==> config.mk <==
export PLATFORM = sky130hd
export DESIGN_NAME = stepper_pulse_scheduler_unit_flat
export DESIGN_NICKNAME = d
export VERILOG_FILES = /design/src/design/sps_pkg.sv /design/src/design/sps_ifs.sv /design/src/design/stepper_pulse_scheduler_unit.sv /design/src/design/sps_front.sv /design/src/design/sps_evq.sv /design/src/design/sps_reduce.sv /design/src/design/sps_back.sv /design/src/flat_wrapper.sv
export SDC_FILE = /design/constraint.sdc
export NUM_CORES = 1
export LEC_CHECK = 0
export BUFFER_PORTS_ARGS = -buffer_cell sky130_fd_sc_hd__clkbuf_2
export CAP_MARGIN = 20
export CELL_PAD_IN_SITES_DETAIL_PLACEMENT = 1
export CELL_PAD_IN_SITES_GLOBAL_PLACEMENT = 2
export CORE_UTILIZATION = 39
export DETAILED_ROUTE_END_ITERATION = 6
export PLACE_DENSITY = 0.65
export SYNTH_ARGS = -nofsm -noshare
export SYNTH_HDL_FRONTEND = slang
export SYNTH_SLANG_ARGS = --single-unit
==> constraint.sdc <==
create_clock -name clock -period 20.5 [get_ports clock]
set_input_delay 1.025 -clock clock [delete_from_list [all_inputs] [get_ports clock]]
set_output_delay 1.025 -clock clock [all_outputs]
set_load 0.01 [all_outputs]
==> src/design/sps_pkg.sv <==
// ----------------------------------------------------------------------------
// Stepper pulse scheduler package
// Shared widths, codes and types for the pulse scheduler.
// ----------------------------------------------------------------------------
`default_nettype none

package sps_pkg;

   localparam int BURST_PULSES_DEF = 16;
   localparam int COUNT_LIMIT_DEF  = 65536;
   localparam int QUEUE_DEPTH_DEF  = 8;

   localparam int CMD_W    = 2;
   localparam int MODE_W   = 2;
   localparam int PERIOD_W = 16;
   localparam int STEPS_W  = 24;
   localparam int TIMER_W  = 16;
   localparam int CMP_W    = 16;
   localparam int PW_W     = 16;
   localparam int DONE_W   = 6;

   localparam int EVQ_DEPTH = 2;
   localparam int RED_LANES = 3;

   localparam logic [PW_W-1:0] PULSE_WIDTH_RST = 16'd10;

   localparam logic REQ_POSITION = 1'b0;
   localparam logic REQ_VELOCITY = 1'b1;

   localparam int LANE_BASE   = 0;
   localparam int LANE_PERIOD = 1;
   localparam int LANE_WIDTH  = 2;

   typedef enum logic [CMD_W-1:0] {
      CMD_ENQUEUE = 2'd0,
      CMD_START   = 2'd1,
      CMD_DONE    = 2'd2,
      CMD_ERROR   = 2'd3
   } cmd_type;

   typedef enum logic [MODE_W-1:0] {
      MODE_OFF      = 2'd0,
      MODE_POSITION = 2'd1,
      MODE_VELOCITY = 2'd2
   } mode_type;

   typedef enum logic [2:0] {
      BK_IDLE,
      BK_FETCH,
      BK_DECODE,
      BK_REDUCE,
      BK_BURST,
      BK_STATUS
   } back_state_type;

   typedef struct packed {
      cmd_type               cmd;
      logic                  req_mode;
      logic [PERIOD_W-1:0]   period;
      logic [STEPS_W-1:0]    steps;
      logic [TIMER_W-1:0]    timer;
   } event_type;

   typedef struct packed {
      logic                  req_mode;
      logic [PERIOD_W-1:0]   period;
      logic [STEPS_W-1:0]    steps;
   } move_type;

   typedef struct packed {
      logic busy;
      logic done;
   } red_status_type;

endpackage

`default_nettype wire

==> src/design/sps_ifs.sv <==
// ----------------------------------------------------------------------------
// Stepper pulse scheduler channel interfaces
// Request, response and register write channels with valid/ready transfer.
// ----------------------------------------------------------------------------
`default_nettype none

interface sps_req_if;
   logic                          valid;
   logic                          ready;
   logic [sps_pkg::CMD_W-1:0]     command;
   logic                          req_mode;
   logic [sps_pkg::PERIOD_W-1:0]  req_period;
   logic [sps_pkg::STEPS_W-1:0]   req_steps;
   logic [sps_pkg::TIMER_W-1:0]   timer_count;

   modport source (output valid, command, req_mode, req_period, req_steps, timer_count,
                   input ready);
   modport sink   (input valid, command, req_mode, req_period, req_steps, timer_count,
                   output ready);
endinterface

interface sps_rsp_if;
   logic                          valid;
   logic                          ready;
   logic                          word_valid;
   logic [sps_pkg::CMP_W-1:0]     compare_value;
   logic                          last;
   logic [sps_pkg::MODE_W-1:0]    mode_now;
   logic                          output_enabled;
   logic [sps_pkg::DONE_W-1:0]    pulses_done;
   logic                          request_dropped;

   modport source (output valid, word_valid, compare_value, last, mode_now, output_enabled,
                   pulses_done, request_dropped, input ready);
   modport sink   (input valid, word_valid, compare_value, last, mode_now, output_enabled,
                   pulses_done, request_dropped, output ready);
endinterface

interface sps_csr_if;
   logic                          valid;
   logic                          ready;
   logic [sps_pkg::PW_W-1:0]      pulse_width;

   modport source (output valid, pulse_width, input ready);
   modport sink   (input valid, pulse_width, output ready);
endinterface

`default_nettype wire

==> src/design/stepper_pulse_scheduler_unit.sv <==
// ----------------------------------------------------------------------------
// Stepper pulse scheduler
// Move request queue feeding a compare word burst generator.
// ----------------------------------------------------------------------------
// Channels: req_ch takes one event per transfer (enqueue a move, start check,
// transfer complete, transfer error). rsp_ch returns the result items of each
// event in order: one compare word per item while a burst runs, alternating
// rise and fall, or a single status item; last marks the final item of an
// event. csr_ch writes pulse_width; write it only while the block is idle.
// An event without a burst gives a single status item. A start that finds the
// motor off reads queue entries (registered queue memory), then runs the
// modulo reduction of base, period and pulse width (reciprocal multiply,
// subtract, correct); then 2 x pulses words follow at one per cycle while
// rsp_ch is not stalled. The executor handles one event at a time and takes
// no new event until its burst or status item is out. The front end and a
// 2-entry event queue keep taking req_ch transfers while the executor works.
// Reset clears the queue pointers and motor state; pulse width resets to 10.
// A stalled rsp_ch holds its item and pauses the executor; req_ch backs up
// once the event queue is full.
// ----------------------------------------------------------------------------
`default_nettype none

module stepper_pulse_scheduler_unit #(
   parameter int BURST_PULSES = sps_pkg::BURST_PULSES_DEF,
   parameter int COUNT_LIMIT  = sps_pkg::COUNT_LIMIT_DEF,
   parameter int QUEUE_DEPTH  = sps_pkg::QUEUE_DEPTH_DEF
) (
   input  wire logic    clock,
   input  wire logic    reset,
   sps_req_if.sink      req_ch,
   sps_rsp_if.source    rsp_ch,
   sps_csr_if.sink      csr_ch
);
   import sps_pkg::*;

   logic                fe_valid;
   logic                fe_ready;
   event_type           fe_ev;
   logic                bk_valid;
   logic                bk_ready;
   event_type           bk_ev;
   logic [PW_W-1:0]     pulse_width;

   sps_front u_front (
      .clock       (clock),
      .reset       (reset),
      .req         (req_ch),
      .csr         (csr_ch),
      .ev_valid    (fe_valid),
      .ev_ready    (fe_ready),
      .ev          (fe_ev),
      .pulse_width (pulse_width)
   );

   sps_evq u_evq (
      .clock     (clock),
      .reset     (reset),
      .in_valid  (fe_valid),
      .in_ready  (fe_ready),
      .in_ev     (fe_ev),
      .out_valid (bk_valid),
      .out_ready (bk_ready),
      .out_ev    (bk_ev)
   );

   sps_back #(
      .BURST_PULSES (BURST_PULSES),
      .COUNT_LIMIT  (COUNT_LIMIT),
      .QUEUE_DEPTH  (QUEUE_DEPTH)
   ) u_back (
      .clock       (clock),
      .reset       (reset),
      .ev_valid    (bk_valid),
      .ev_ready    (bk_ready),
      .ev          (bk_ev),
      .pulse_width (pulse_width),
      .rsp         (rsp_ch)
   );

endmodule

`default_nettype wire

==> src/design/sps_front.sv <==
// ----------------------------------------------------------------------------
// Stepper pulse scheduler front end
// Accepts request transfers, classifies the command into an event and holds
// the pulse width register.
// ----------------------------------------------------------------------------
`default_nettype none

module sps_front (
   input  wire logic                    clock,
   input  wire logic                    reset,
   sps_req_if.sink                      req,
   sps_csr_if.sink                      csr,
   output logic                         ev_valid,
   input  wire logic                    ev_ready,
   output sps_pkg::event_type           ev,
   output logic [sps_pkg::PW_W-1:0]     pulse_width
);
   import sps_pkg::*;

   logic                ev_valid_ff, ev_valid_in;
   event_type           ev_ff, ev_in;
   logic [PW_W-1:0]     pw_ff, pw_in;
   logic                take;

   assign req.ready   = !ev_valid_ff || ev_ready;
   assign take        = req.valid && req.ready;
   assign csr.ready   = 1'b1;
   assign ev_valid    = ev_valid_ff;
   assign ev          = ev_ff;
   assign pulse_width = pw_ff;

   always_comb begin
      ev_valid_in = ev_valid_ff && !ev_ready;
      ev_in       = ev_ff;
      pw_in       = pw_ff;
      if (csr.valid) begin
         pw_in = csr.pulse_width;
      end
      if (take) begin
         ev_valid_in     = 1'b1;
         ev_in.cmd       = cmd_type'(req.command);
         ev_in.req_mode  = 1'b0;
         ev_in.period    = '0;
         ev_in.steps     = '0;
         ev_in.timer     = req.timer_count;
         case (cmd_type'(req.command))
            CMD_ENQUEUE: begin
               ev_in.req_mode = req.req_mode;
               ev_in.period   = req.req_period;
               ev_in.steps    = (req.req_mode == REQ_VELOCITY) ? '0 : req.req_steps;
            end
            CMD_START, CMD_DONE: begin
               ev_in.timer = req.timer_count;
            end
            default: begin
               ev_in.timer = '0;
            end
         endcase
      end
   end

   always_ff @(posedge clock) begin
      if (reset) begin
         ev_valid_ff <= 1'b0;
         pw_ff       <= PULSE_WIDTH_RST;
      end else begin
         ev_valid_ff <= ev_valid_in;
         pw_ff       <= pw_in;
      end
      ev_ff <= ev_in;
   end

endmodule

`default_nettype wire

==> src/design/sps_evq.sv <==
// ----------------------------------------------------------------------------
// Stepper pulse scheduler event queue
// Short FIFO between front end and executor.
// ----------------------------------------------------------------------------
`default_nettype none

module sps_evq (
   input  wire logic              clock,
   input  wire logic              reset,
   input  wire logic              in_valid,
   output logic                   in_ready,
   input  wire sps_pkg::event_type in_ev,
   output logic                   out_valid,
   input  wire logic              out_ready,
   output sps_pkg::event_type     out_ev
);
   import sps_pkg::*;

   localparam int PTR_W = $clog2(EVQ_DEPTH);
   localparam int CNT_W = $clog2(EVQ_DEPTH + 1);
   localparam logic [CNT_W-1:0] FULL     = CNT_W'(EVQ_DEPTH);
   localparam logic [PTR_W-1:0] PTR_LAST = PTR_W'(EVQ_DEPTH - 1);

   event_type           slot_ff [EVQ_DEPTH];
   logic [PTR_W-1:0]    rd_ff, rd_in, wr_ff, wr_in;
   logic [CNT_W-1:0]    cnt_ff, cnt_in;
   logic                push, pop;

   assign in_ready  = cnt_ff != FULL;
   assign out_valid = cnt_ff != '0;
   assign out_ev    = slot_ff[rd_ff];
   assign push      = in_valid && in_ready;
   assign pop       = out_valid && out_ready;

   always_comb begin
      rd_in  = rd_ff;
      wr_in  = wr_ff;
      cnt_in = cnt_ff;
      if (push) begin
         wr_in = (wr_ff == PTR_LAST) ? '0 : wr_ff + 1'b1;
      end
      if (pop) begin
         rd_in = (rd_ff == PTR_LAST) ? '0 : rd_ff + 1'b1;
      end
      case ({push, pop})
         2'b10:   cnt_in = cnt_ff + 1'b1;
         2'b01:   cnt_in = cnt_ff - 1'b1;
         default: cnt_in = cnt_ff;
      endcase
   end

   always_ff @(posedge clock) begin
      if (reset) begin
         rd_ff  <= '0;
         wr_ff  <= '0;
         cnt_ff <= '0;
      end else begin
         rd_ff  <= rd_in;
         wr_ff  <= wr_in;
         cnt_ff <= cnt_in;
      end
      if (push) begin
         slot_ff[wr_ff] <= in_ev;
      end
   end

endmodule

`default_nettype wire

==> src/design/sps_reduce.sv <==
// ----------------------------------------------------------------------------
// Stepper pulse scheduler modulo unit
// Reduces three 16-bit values modulo the timer range by reciprocal multiply,
// subtract and one correction.
// ----------------------------------------------------------------------------
`default_nettype none

module sps_reduce #(
   parameter int COUNT_LIMIT = sps_pkg::COUNT_LIMIT_DEF
) (
   input  wire logic                                              clock,
   input  wire logic                                              reset,
   input  wire logic                                              start,
   input  wire logic [sps_pkg::RED_LANES-1:0][sps_pkg::CMP_W-1:0] value,
   output sps_pkg::red_status_type                                status,
   output logic [sps_pkg::RED_LANES-1:0][$clog2(COUNT_LIMIT)-1:0] result
);
   import sps_pkg::*;

   localparam int CW      = $clog2(COUNT_LIMIT);
   localparam int RECIP_W = 32;
   localparam int PROD_W  = CMP_W + RECIP_W;
   localparam int SCALE_W = 2 * CMP_W + 1;
   localparam logic [RECIP_W-1:0] RECIP = RECIP_W'((64'd1 << RECIP_W) / 64'(COUNT_LIMIT));
   localparam logic [CMP_W:0]     LIM   = (CMP_W + 1)'(COUNT_LIMIT);

   logic                                  stage1_ff, stage1_in;
   logic                                  stage2_ff, stage2_in;
   logic                                  done_ff, done_in;
   logic                                  busy;
   logic [RED_LANES-1:0][CMP_W-1:0]       src_ff, src_in;
   logic [RED_LANES-1:0][CMP_W-1:0]       quo_ff, quo_in;
   logic [RED_LANES-1:0][CMP_W:0]         raw_ff, raw_in;
   logic [RED_LANES-1:0][CW-1:0]          rem_ff, rem_in;
   logic [PROD_W-1:0]                     prod;
   logic [SCALE_W-1:0]                    scaled;
   logic [CMP_W:0]                        fold;

   assign busy        = stage1_ff || stage2_ff;
   assign status.busy = busy;
   assign status.done = done_ff;
   assign result      = rem_ff;

   always_comb begin
      stage1_in = 1'b0;
      stage2_in = stage1_ff;
      done_in   = stage2_ff;
      src_in    = src_ff;
      quo_in    = quo_ff;
      raw_in    = raw_ff;
      rem_in    = rem_ff;
      prod      = '0;
      scaled    = '0;
      fold      = '0;
      if (start && !busy) begin
         stage1_in = 1'b1;
         src_in    = value;
         for (int i = 0; i < RED_LANES; i++) begin
            prod      = PROD_W'(value[i]) * PROD_W'(RECIP);
            quo_in[i] = prod[PROD_W-1:RECIP_W];
         end
      end
      if (stage1_ff) begin
         for (int i = 0; i < RED_LANES; i++) begin
            scaled    = SCALE_W'(quo_ff[i]) * SCALE_W'(LIM);
            raw_in[i] = {1'b0, src_ff[i]} - scaled[CMP_W:0];
         end
      end
      if (stage2_ff) begin
         for (int i = 0; i < RED_LANES; i++) begin
            fold      = (raw_ff[i] >= LIM) ? raw_ff[i] - LIM : raw_ff[i];
            rem_in[i] = fold[CW-1:0];
         end
      end
   end

   always_ff @(posedge clock) begin
      if (reset) begin
         stage1_ff <= 1'b0;
         stage2_ff <= 1'b0;
         done_ff   <= 1'b0;
      end else begin
         stage1_ff <= stage1_in;
         stage2_ff <= stage2_in;
         done_ff   <= done_in;
      end
      src_ff <= src_in;
      quo_ff <= quo_in;
      raw_ff <= raw_in;
      rem_ff <= rem_in;
   end

endmodule

`default_nettype wire

==> src/design/sps_back.sv <==
// ----------------------------------------------------------------------------
// Stepper pulse scheduler executor
// Holds the move request queue and motor state, carries out each event and
// emits compare word bursts or a status item.
// ----------------------------------------------------------------------------
`default_nettype none

module sps_back #(
   parameter int BURST_PULSES = sps_pkg::BURST_PULSES_DEF,
   parameter int COUNT_LIMIT  = sps_pkg::COUNT_LIMIT_DEF,
   parameter int QUEUE_DEPTH  = sps_pkg::QUEUE_DEPTH_DEF
) (
   input  wire logic                   clock,
   input  wire logic                   reset,
   input  wire logic                   ev_valid,
   output logic                        ev_ready,
   input  wire sps_pkg::event_type     ev,
   input  wire logic [sps_pkg::PW_W-1:0] pulse_width,
   sps_rsp_if.source                   rsp
);
   import sps_pkg::*;

   localparam int PTR_W = $clog2(QUEUE_DEPTH);
   localparam int CNT_W = $clog2(QUEUE_DEPTH + 1);
   localparam int BW    = $clog2(BURST_PULSES + 1);
   localparam int CW    = $clog2(COUNT_LIMIT);
   localparam logic [CNT_W-1:0] QFULL      = CNT_W'(QUEUE_DEPTH);
   localparam logic [CNT_W-1:0] QONE       = CNT_W'(1);
   localparam logic [PTR_W-1:0] PTR_LAST   = PTR_W'(QUEUE_DEPTH - 1);
   localparam logic [BW-1:0]    BURST_FULL = BW'(BURST_PULSES);
   localparam logic [CW:0]      LIM        = (CW + 1)'(COUNT_LIMIT);

   back_state_type       state_ff, state_in;

   move_type             mem [QUEUE_DEPTH];
   move_type             head_ff;
   logic                 mem_we;
   move_type             mem_wdata;

   logic [PTR_W-1:0]     rd_ff, rd_in, wr_ff, wr_in;
   logic [CNT_W-1:0]     cnt_ff, cnt_in;
   mode_type             mode_ff, mode_in;
   logic                 on_ff, on_in;
   logic [PERIOD_W-1:0]  period_ff, period_in;
   logic [STEPS_W-1:0]   steps_ff, steps_in;
   logic [BW-1:0]        burst_ff, burst_in;
   logic [CW-1:0]        last_ff, last_in;
   logic [TIMER_W-1:0]   timer_ff, timer_in;
   logic [CMP_W-1:0]     base_ff, base_in;
   logic                 handover_ff, handover_in;
   logic [BW-1:0]        done_ff, done_in;
   logic                 dropped_ff, dropped_in;
   logic [CW-1:0]        prev_ff, prev_in;
   logic                 phase_ff, phase_in;
   logic [BW-1:0]        pcnt_ff, pcnt_in;

   logic                 rsp_valid_ff, rsp_valid_in;
   logic                 word_valid_ff, word_valid_in;
   logic [CMP_W-1:0]     cmp_ff, cmp_in;
   logic                 last_item_ff, last_item_in;
   logic [MODE_W-1:0]    mode_out_ff, mode_out_in;
   logic                 on_out_ff, on_out_in;
   logic [DONE_W-1:0]    done_out_ff, done_out_in;
   logic                 drop_out_ff, drop_out_in;

   logic                 out_free;
   logic [STEPS_W-1:0]   steps_sub;
   logic                 head_skip;
   logic                 head_swap;
   logic                 word_last;
   logic [CW:0]          sum;
   logic [CW-1:0]        word;

   logic                                  red_start;
   red_status_type                        red_status;
   logic [RED_LANES-1:0][CMP_W-1:0]       red_value;
   logic [RED_LANES-1:0][CW-1:0]          red_result;

   function automatic logic [BW-1:0] burst_cap(input logic [STEPS_W-1:0] steps);
      logic [BW-1:0] cap;
      cap = BURST_FULL;
      if (steps < STEPS_W'(BURST_PULSES)) begin
         cap = steps[BW-1:0];
      end
      return cap;
   endfunction

   sps_reduce #(
      .COUNT_LIMIT (COUNT_LIMIT)
   ) u_reduce (
      .clock  (clock),
      .reset  (reset),
      .start  (red_start),
      .value  (red_value),
      .status (red_status),
      .result (red_result)
   );

   assign ev_ready  = state_ff == BK_IDLE;
   assign out_free  = !rsp_valid_ff || rsp.ready;
   assign steps_sub = (steps_ff >= STEPS_W'(burst_ff)) ? steps_ff - STEPS_W'(burst_ff) : '0;
   assign head_swap = handover_ff && (head_ff.req_mode == REQ_VELOCITY);
   assign head_skip = (head_ff.req_mode == REQ_POSITION) && (head_ff.steps == '0);
   assign word_last = phase_ff && ((pcnt_ff + BW'(1)) == burst_ff);
   assign sum       = {1'b0, prev_ff} + (phase_ff ? (CW + 1)'(red_result[LANE_WIDTH])
                                                  : (CW + 1)'(red_result[LANE_PERIOD]));
   assign word      = (sum >= LIM) ? CW'(sum - LIM) : sum[CW-1:0];

   assign red_start              = (state_ff == BK_REDUCE) && !red_status.busy &&
                                   !red_status.done;
   assign red_value[LANE_BASE]   = base_ff;
   assign red_value[LANE_PERIOD] = period_ff;
   assign red_value[LANE_WIDTH]  = pulse_width;

   assign mem_wdata.req_mode = ev.req_mode;
   assign mem_wdata.period   = ev.period;
   assign mem_wdata.steps    = ev.steps;

   assign rsp.valid           = rsp_valid_ff;
   assign rsp.word_valid      = word_valid_ff;
   assign rsp.compare_value   = cmp_ff;
   assign rsp.last            = last_item_ff;
   assign rsp.mode_now        = mode_out_ff;
   assign rsp.output_enabled  = on_out_ff;
   assign rsp.pulses_done     = done_out_ff;
   assign rsp.request_dropped = drop_out_ff;

   // next state
   always_comb begin
      state_in = state_ff;
      case (state_ff)
         BK_IDLE: begin
            if (ev_valid) begin
               case (ev.cmd)
                  CMD_START: begin
                     state_in = (mode_ff == MODE_OFF && cnt_ff != '0) ? BK_FETCH : BK_STATUS;
                  end
                  CMD_DONE: begin
                     case (mode_ff)
                        MODE_POSITION: begin
                           if (steps_sub != '0) begin
                              state_in = BK_REDUCE;
                           end else begin
                              state_in = (cnt_ff != '0) ? BK_FETCH : BK_STATUS;
                           end
                        end
                        MODE_VELOCITY: begin
                           state_in = (cnt_ff == '0) ? BK_REDUCE : BK_FETCH;
                        end
                        default: begin
                           state_in = BK_STATUS;
                        end
                     endcase
                  end
                  default: begin
                     state_in = BK_STATUS;
                  end
               endcase
            end
         end
         BK_FETCH: begin
            state_in = BK_DECODE;
         end
         BK_DECODE: begin
            if (!head_swap && head_skip) begin
               state_in = (cnt_ff != QONE) ? BK_FETCH : BK_STATUS;
            end else begin
               state_in = BK_REDUCE;
            end
         end
         BK_REDUCE: begin
            if (red_status.done) begin
               state_in = BK_BURST;
            end
         end
         BK_BURST: begin
            if (out_free && word_last) begin
               state_in = BK_IDLE;
            end
         end
         BK_STATUS: begin
            if (out_free) begin
               state_in = BK_IDLE;
            end
         end
         default: begin
            state_in = BK_IDLE;
         end
      endcase
   end

   // datapath and outputs
   always_comb begin
      mem_we        = 1'b0;
      rd_in         = rd_ff;
      wr_in         = wr_ff;
      cnt_in        = cnt_ff;
      mode_in       = mode_ff;
      on_in         = on_ff;
      period_in     = period_ff;
      steps_in      = steps_ff;
      burst_in      = burst_ff;
      last_in       = last_ff;
      timer_in      = timer_ff;
      base_in       = base_ff;
      handover_in   = handover_ff;
      done_in       = done_ff;
      dropped_in    = dropped_ff;
      prev_in       = prev_ff;
      phase_in      = phase_ff;
      pcnt_in       = pcnt_ff;
      rsp_valid_in  = rsp_valid_ff && !rsp.ready;
      word_valid_in = word_valid_ff;
      cmp_in        = cmp_ff;
      last_item_in  = last_item_ff;
      mode_out_in   = mode_out_ff;
      on_out_in     = on_out_ff;
      done_out_in   = done_out_ff;
      drop_out_in   = drop_out_ff;

      case (state_ff)
         BK_IDLE: begin
            if (ev_valid) begin
               timer_in    = ev.timer;
               dropped_in  = 1'b0;
               done_in     = '0;
               handover_in = 1'b0;
               case (ev.cmd)
                  CMD_ENQUEUE: begin
                     if (cnt_ff == QFULL) begin
                        dropped_in = 1'b1;
                     end else begin
                        mem_we = 1'b1;
                        wr_in  = (wr_ff == PTR_LAST) ? '0 : wr_ff + 1'b1;
                        cnt_in = cnt_ff + 1'b1;
                     end
                  end
                  CMD_DONE: begin
                     case (mode_ff)
                        MODE_POSITION: begin
                           done_in  = burst_ff;
                           steps_in = steps_sub;
                           if (steps_sub != '0) begin
                              burst_in = burst_cap(steps_sub);
                              base_in  = CMP_W'(last_ff);
                           end else begin
                              mode_in = MODE_OFF;
                              on_in   = 1'b0;
                           end
                        end
                        MODE_VELOCITY: begin
                           done_in = burst_ff;
                           if (cnt_ff == '0) begin
                              base_in  = CMP_W'(last_ff);
                              burst_in = BURST_FULL;
                           end else begin
                              handover_in = 1'b1;
                           end
                        end
                        default: begin
                           done_in = '0;
                        end
                     endcase
                  end
                  CMD_ERROR: begin
                     mode_in = MODE_OFF;
                     on_in   = 1'b0;
                  end
                  default: begin
                     dropped_in = 1'b0;
                  end
               endcase
            end
         end
         BK_DECODE: begin
            handover_in = 1'b0;
            rd_in       = (rd_ff == PTR_LAST) ? '0 : rd_ff + 1'b1;
            cnt_in      = cnt_ff - 1'b1;
            if (head_swap) begin
               period_in = head_ff.period;
               base_in   = CMP_W'(last_ff);
               burst_in  = BURST_FULL;
            end else if (head_skip) begin
               mode_in = MODE_OFF;
               on_in   = 1'b0;
            end else begin
               on_in     = 1'b1;
               period_in = head_ff.period;
               base_in   = timer_ff;
               if (head_ff.req_mode == REQ_VELOCITY) begin
                  mode_in  = MODE_VELOCITY;
                  steps_in = '0;
                  burst_in = BURST_FULL;
               end else begin
                  mode_in  = MODE_POSITION;
                  steps_in = head_ff.steps;
                  burst_in = burst_cap(head_ff.steps);
               end
            end
         end
         BK_REDUCE: begin
            if (red_status.done) begin
               prev_in  = red_result[LANE_BASE];
               phase_in = 1'b0;
               pcnt_in  = '0;
            end
         end
         BK_BURST: begin
            if (out_free) begin
               rsp_valid_in  = 1'b1;
               word_valid_in = 1'b1;
               cmp_in        = CMP_W'(word);
               last_item_in  = word_last;
               mode_out_in   = mode_ff;
               on_out_in     = on_ff;
               done_out_in   = DONE_W'(done_ff);
               drop_out_in   = dropped_ff;
               prev_in       = word;
               phase_in      = !phase_ff;
               if (phase_ff) begin
                  pcnt_in = pcnt_ff + 1'b1;
               end
               if (word_last) begin
                  last_in = word;
               end
            end
         end
         BK_STATUS: begin
            if (out_free) begin
               rsp_valid_in  = 1'b1;
               word_valid_in = 1'b0;
               cmp_in        = '0;
               last_item_in  = 1'b1;
               mode_out_in   = mode_ff;
               on_out_in     = on_ff;
               done_out_in   = DONE_W'(done_ff);
               drop_out_in   = dropped_ff;
            end
         end
         default: begin
            handover_in = handover_ff;
         end
      endcase
   end

   always_ff @(posedge clock) begin
      if (reset) begin
         state_ff     <= BK_IDLE;
         rd_ff        <= '0;
         wr_ff        <= '0;
         cnt_ff       <= '0;
         mode_ff      <= MODE_OFF;
         on_ff        <= 1'b0;
         period_ff    <= '0;
         steps_ff     <= '0;
         burst_ff     <= '0;
         last_ff      <= '0;
         handover_ff  <= 1'b0;
         rsp_valid_ff <= 1'b0;
      end else begin
         state_ff     <= state_in;
         rd_ff        <= rd_in;
         wr_ff        <= wr_in;
         cnt_ff       <= cnt_in;
         mode_ff      <= mode_in;
         on_ff        <= on_in;
         period_ff    <= period_in;
         steps_ff     <= steps_in;
         burst_ff     <= burst_in;
         last_ff      <= last_in;
         handover_ff  <= handover_in;
         rsp_valid_ff <= rsp_valid_in;
      end
      timer_ff      <= timer_in;
      base_ff       <= base_in;
      done_ff       <= done_in;
      dropped_ff    <= dropped_in;
      prev_ff       <= prev_in;
      phase_ff      <= phase_in;
      pcnt_ff       <= pcnt_in;
      word_valid_ff <= word_valid_in;
      cmp_ff        <= cmp_in;
      last_item_ff  <= last_item_in;
      mode_out_ff   <= mode_out_in;
      on_out_ff     <= on_out_in;
      done_out_ff   <= done_out_in;
      drop_out_ff   <= drop_out_in;
   end

   always_ff @(posedge clock) begin
      if (mem_we) begin
         mem[wr_ff] <= mem_wdata;
      end
      head_ff <= mem[rd_ff];
   end

endmodule

`default_nettype wire

==> src/flat_wrapper.sv <==
// flat-port wrapper written by rule: the top's interface ports become plain ports
module stepper_pulse_scheduler_unit_flat import sps_pkg::*;
#(
   parameter int BURST_PULSES = sps_pkg::BURST_PULSES_DEF,
   parameter int COUNT_LIMIT  = sps_pkg::COUNT_LIMIT_DEF,
   parameter int QUEUE_DEPTH  = sps_pkg::QUEUE_DEPTH_DEF
)
  (clock, reset, req_ch_valid, req_ch_command, req_ch_req_mode, req_ch_req_period, req_ch_req_steps, req_ch_timer_count, req_ch_ready, rsp_ch_valid, rsp_ch_word_valid, rsp_ch_compare_value, rsp_ch_last, rsp_ch_mode_now, rsp_ch_output_enabled, rsp_ch_pulses_done, rsp_ch_request_dropped, rsp_ch_ready, csr_ch_valid, csr_ch_pulse_width, csr_ch_ready);
  sps_req_if req_ch_i ();
  sps_rsp_if rsp_ch_i ();
  sps_csr_if csr_ch_i ();
  input  wire logic clock;
  input  wire logic reset;
  input wire logic [$bits(req_ch_i.valid)-1:0] req_ch_valid;
  input wire logic [$bits(req_ch_i.command)-1:0] req_ch_command;
  input wire logic [$bits(req_ch_i.req_mode)-1:0] req_ch_req_mode;
  input wire logic [$bits(req_ch_i.req_period)-1:0] req_ch_req_period;
  input wire logic [$bits(req_ch_i.req_steps)-1:0] req_ch_req_steps;
  input wire logic [$bits(req_ch_i.timer_count)-1:0] req_ch_timer_count;
  output wire logic [$bits(req_ch_i.ready)-1:0] req_ch_ready;
  output wire logic [$bits(rsp_ch_i.valid)-1:0] rsp_ch_valid;
  output wire logic [$bits(rsp_ch_i.word_valid)-1:0] rsp_ch_word_valid;
  output wire logic [$bits(rsp_ch_i.compare_value)-1:0] rsp_ch_compare_value;
  output wire logic [$bits(rsp_ch_i.last)-1:0] rsp_ch_last;
  output wire logic [$bits(rsp_ch_i.mode_now)-1:0] rsp_ch_mode_now;
  output wire logic [$bits(rsp_ch_i.output_enabled)-1:0] rsp_ch_output_enabled;
  output wire logic [$bits(rsp_ch_i.pulses_done)-1:0] rsp_ch_pulses_done;
  output wire logic [$bits(rsp_ch_i.request_dropped)-1:0] rsp_ch_request_dropped;
  input wire logic [$bits(rsp_ch_i.ready)-1:0] rsp_ch_ready;
  input wire logic [$bits(csr_ch_i.valid)-1:0] csr_ch_valid;
  input wire logic [$bits(csr_ch_i.pulse_width)-1:0] csr_ch_pulse_width;
  output wire logic [$bits(csr_ch_i.ready)-1:0] csr_ch_ready;
  assign req_ch_i.valid = req_ch_valid;
  assign req_ch_i.command = req_ch_command;
  assign req_ch_i.req_mode = req_ch_req_mode;
  assign req_ch_i.req_period = req_ch_req_period;
  assign req_ch_i.req_steps = req_ch_req_steps;
  assign req_ch_i.timer_count = req_ch_timer_count;
  assign req_ch_ready = req_ch_i.ready;
  assign rsp_ch_valid = rsp_ch_i.valid;
  assign rsp_ch_word_valid = rsp_ch_i.word_valid;
  assign rsp_ch_compare_value = rsp_ch_i.compare_value;
  assign rsp_ch_last = rsp_ch_i.last;
  assign rsp_ch_mode_now = rsp_ch_i.mode_now;
  assign rsp_ch_output_enabled = rsp_ch_i.output_enabled;
  assign rsp_ch_pulses_done = rsp_ch_i.pulses_done;
  assign rsp_ch_request_dropped = rsp_ch_i.request_dropped;
  assign rsp_ch_i.ready = rsp_ch_ready;
  assign csr_ch_i.valid = csr_ch_valid;
  assign csr_ch_i.pulse_width = csr_ch_pulse_width;
  assign csr_ch_ready = csr_ch_i.ready;
  stepper_pulse_scheduler_unit #(.BURST_PULSES(BURST_PULSES), .COUNT_LIMIT(COUNT_LIMIT), .QUEUE_DEPTH(QUEUE_DEPTH)) u_core (.clock(clock), .reset(reset), .req_ch(req_ch_i), .rsp_ch(rsp_ch_i), .csr_ch(csr_ch_i));
endmodule
==> impl_metrics.toml <==
[timing]
fin_crit_sh = 0.199
rsz0062_at_grt = "false"
maxSlewViolCount = 0
hold_violations = 0
setup_tns_ns = 0
finalClockSkew_ns = 0.0362
fmax_mhz = 245
final-setup-viol-count = 0
worstMarginPinSlew_ns = 1.08
layout_min_cycle_time_ns = 4.09
slew_headroom = 0.273

[synthesis]
synth_area_per_cell_um2 = 17.1
synth_seq_cells = 881
yosys_warnings = 0
postSynthCellCount = 1953
synth_area_um2 = 33400
ys.flop_type = "edfxtp_1"
synth_nets = 2071
async_flop_share = 0
synth_edf_count = 736
yosysSeqAreaShare = 0.748
synth_cell_type_count = 79

[hold_path]
hold_class = "reg2reg"
min-delay-start = "u_core.u_back.u_reduce.src_ff[11]$_DFFE_PP_"
hold_depth = 0

[pwr]
powerDensity_nw_per_um2 = 128
p_leak_nw = 12.8
pwr-share-clk = 0.334
combPwrFrac = 0.206
power.share.sequential = 0.461
p_total_mw = 4.89
p_sw_frac = 0.288
p_switching_mw = 1.41
ir_worst_vdd_mv = 0.0723
p_int_mw = 3.49

[clock_tree]
cts_tree = "yes"
numCtsBuffers = 95
clk_pin_slew_ns = 0.06
postCtsSetupBuffers = 0
cts_root_buffer = "clkbuf_16"
clock-sinks = 881
htreeDepth = 3
cts_hold_buf = 0
clock_latency_ns = 0.67
cts.path.max_buffers = 3
cts_resized = 0

[critical_path]
critPathRequiredTime_ns = 20.77
arrival_ns = 4.36
worstReg2RegStart = "u_core.u_back.burst_ff[1]$_SDFFE_PP0P_"
cp_slowest_cell = "inv_1"
r2r_slack_ns = 16.41
end_kind = "flip-flop"
critical_path.max_stage_delay_ns = 0.59
rr_endpoint = "u_core.u_back.base_ff[14]$_DFFE_PP_"
path_cells = "inv_1, ha_1, nor2b_1, o21ai_0, and2_0, a21oi_1, nor4_4, nor4b_4, a21o_4, and2_4, inv_1"
setup.worst_path.class = "reg2reg"
crit_end = "u_core.u_back.base_ff[14]$_DFFE_PP_"
setup.worst_path.start = "u_core.u_back.burst_ff[1]$_SDFFE_PP0P_"
cp_common_cell = "inv_1"
path_max_fanout = 16
ff2ff_path_depth = 11
worstSetupStartpointType = "flip-flop"

[floorplan]
die_w_um = 295
die_h_um = 295
start_util = 0.393
coreArea_um2 = 85000
ioPinCount = 111
rows = 107
die-area_um2 = 86900

[drt]
drtPass1Iterations = 5
drtIter0Drc = 1089
drt_wl_total_um = 72900
drcViolationCount = 0
wl_per_cell_um = 21.9
vias = 16900
vias_per_cell = 5.09
ant_nets = 0

[finish]
drive_above_1_share = 0.240
final_common_cell = "edfxtp_1"
area_growth_pct = 14.8
most-common-layout-cells = "edfxtp_1 (736), dfxtp_1 (139), mux2_2 (128), nor2_1 (122), clkbuf_2 (107)"
nets = 2224

[placement]
portBuffers = 108
gp_congestion = 0.780
detailed_place_hpwl_um = 44600

[global_route]
grt_max_degree = 60
grt_pass1_vias = 18000
grt-ovfl-total = 0
grt_pass1_wl_um = 111000
grt_use_total = 0.171
antenna_found_initial = 3

[job]
maxCapViolations = 0

[outcome]
outcome = "complete, no violations"
-- synthesized netlist by cell type (all sizes together), types with 10 or more instances --
cell type / number / area [µm²]
inv: 31 / 116
mux2i: 25 / 250
mux2: 128 / 1440
nor2b: 10 / 62.6
a22oi: 16 / 120
mux4: 82 / 1850
nand4: 13 / 87.6
xnor2: 20 / 175
nand2b: 10 / 62.6
buf: 26 / 118
and2: 67 / 423
edfxtp: 736 / 22100
nor2: 127 / 477
a211oi: 18 / 135
nand2: 101 / 382
xor2: 22 / 193
o21ai: 45 / 225
nand3: 18 / 95.1
a21oi: 66 / 330
ha: 36 / 450
and3: 14 / 88.8
nor4: 16 / 136
nor3: 31 / 171
clkbuf: 59 / 221
dfxtp: 145 / 2900
-- state kept, by name (all words and copies together), names as in the netlist, 3 cells and up, named ones only --
signal                           flops
u_core.u_front.pulse_width          16
u_core.u_back.prev_ff               16
u_core.u_back.burst_ff               5
u_core.u_back.u_reduce.src_ff       48
u_core.u_back.head_ff               41
u_core.u_back.u_reduce.raw_ff       48
u_core.u_back.steps_ff              24
u_core.u_back.wr_ff                  3
u_core.u_back.rd_ff                  3
u_core.u_back.cnt_ff                 4
u_core.u_back.rsp.compare_value     16
u_core.u_back.last_ff               16
u_core.u_back.u_reduce.result       48
u_core.u_back.mem                  328
u_core.u_back.state_ff               3
u_core.u_back.pcnt_ff                5
u_core.u_front.ev                   59
u_core.u_back.timer_ff              16
u_core.u_back.period_ff             16
u_core.u_back.base_ff               16
u_core.u_evq.slot_ff               118
u_core.u_back.done_ff                5
u_core.u_back.rsp.pulses_done        5
-- metal layers --
layer  global-route usage  vias up  wire length, µm
met5                    0        -                0
met1                0.243     8714            34900
met3               0.0263      102             2900
li1                     -     7808                -
met2                0.270      307            33700
met4               0.0495        0             1370
-- worst max-delay path, delay by kind of cell (launching register included) --
kind	cells	cell delay [ns]
AOI/OAI and AO/OA	3	0.99
adders and majority gates	1	0.31
buffers and inverters	2	0.66
DFF	1	0.45
and+or+nand+nor	5	1.29
-- area by class of cell --
type                            count  area (µm²)
Fill cell                        8192       46600
Sequential cell                   881       25000
Multi-Input combinational cell    956        8050
Clock buffer                      132        2580
Tap cell                         1144        1430
Timing Repair Buffer              141         788
Clock inverter                     38         400
Inverter                           31         116
Antenna cell                        1        2.50
-- power by group through the flow --
stage | combinational, mW | sequential (mW) | clock [mW]
floorplan | 0.726 | 2.26 | 0
global placement | 0.992 | 2.29 | 0
detailed placement | 1.01 | 2.29 | 0
CTS | 1.02 | 2.26 | 1.68
global route | 1.11 | 2.27 | 1.75
finish | 1.01 | 2.26 | 1.63
-- worst min path at each step --
stage	endpoint	slack, ns
2_1_floorplan	u_core.u_back.rsp.pulses_done[0]$_DFFE_PP_	0.40
6_report	u_core.u_back.u_reduce.raw_ff[11]$_DFFE_PP_	0.41
4_1_cts	u_core.u_back.u_reduce.raw_ff[11]$_DFFE_PP_	0.41
3_5_place_dp	u_core.u_back.u_reduce.result[12]$_DFFE_PP_	0.41
3_3_place_gp	u_core.u_back.u_reduce.raw_ff[13]$_DFFE_PP_	0.40
5_1_grt	u_core.u_back.u_reduce.raw_ff[11]$_DFFE_PP_	0.41
-- logic make-up after synthesis --
| kind of cell | share of synthesized area |
|---|---|
| XOR/XNOR | 0.0110 |
| buffers and inverters | 0.0136 |
| other | 0.000225 |
| flip-flops | 0.748 |
| multiplexers | 0.106 |
| AND/OR/NAND/NOR | 0.0670 |
| AO/OA/AOI/OAI | 0.0396 |
| adder cells (fa/ha/maj) | 0.0147 |
-- through the flow --
stage	worst slack (ns)	cells	util	area (µm²)	hold slack [ns]
final	16.41	3324	0.452	38400	0.407
after global routing	16.02	3323	0.451	38400	0.413
after CTS	16.32	3321	0.451	38400	0.407
after detailed placement	16.32	3151	0.416	35400	0.406
after global placement	16.42	3150	0.416	35400	0.400
after floorplan	13.75	1953	-	33400	0.400
No activity file was read; power rests on OpenSTA's default activity.
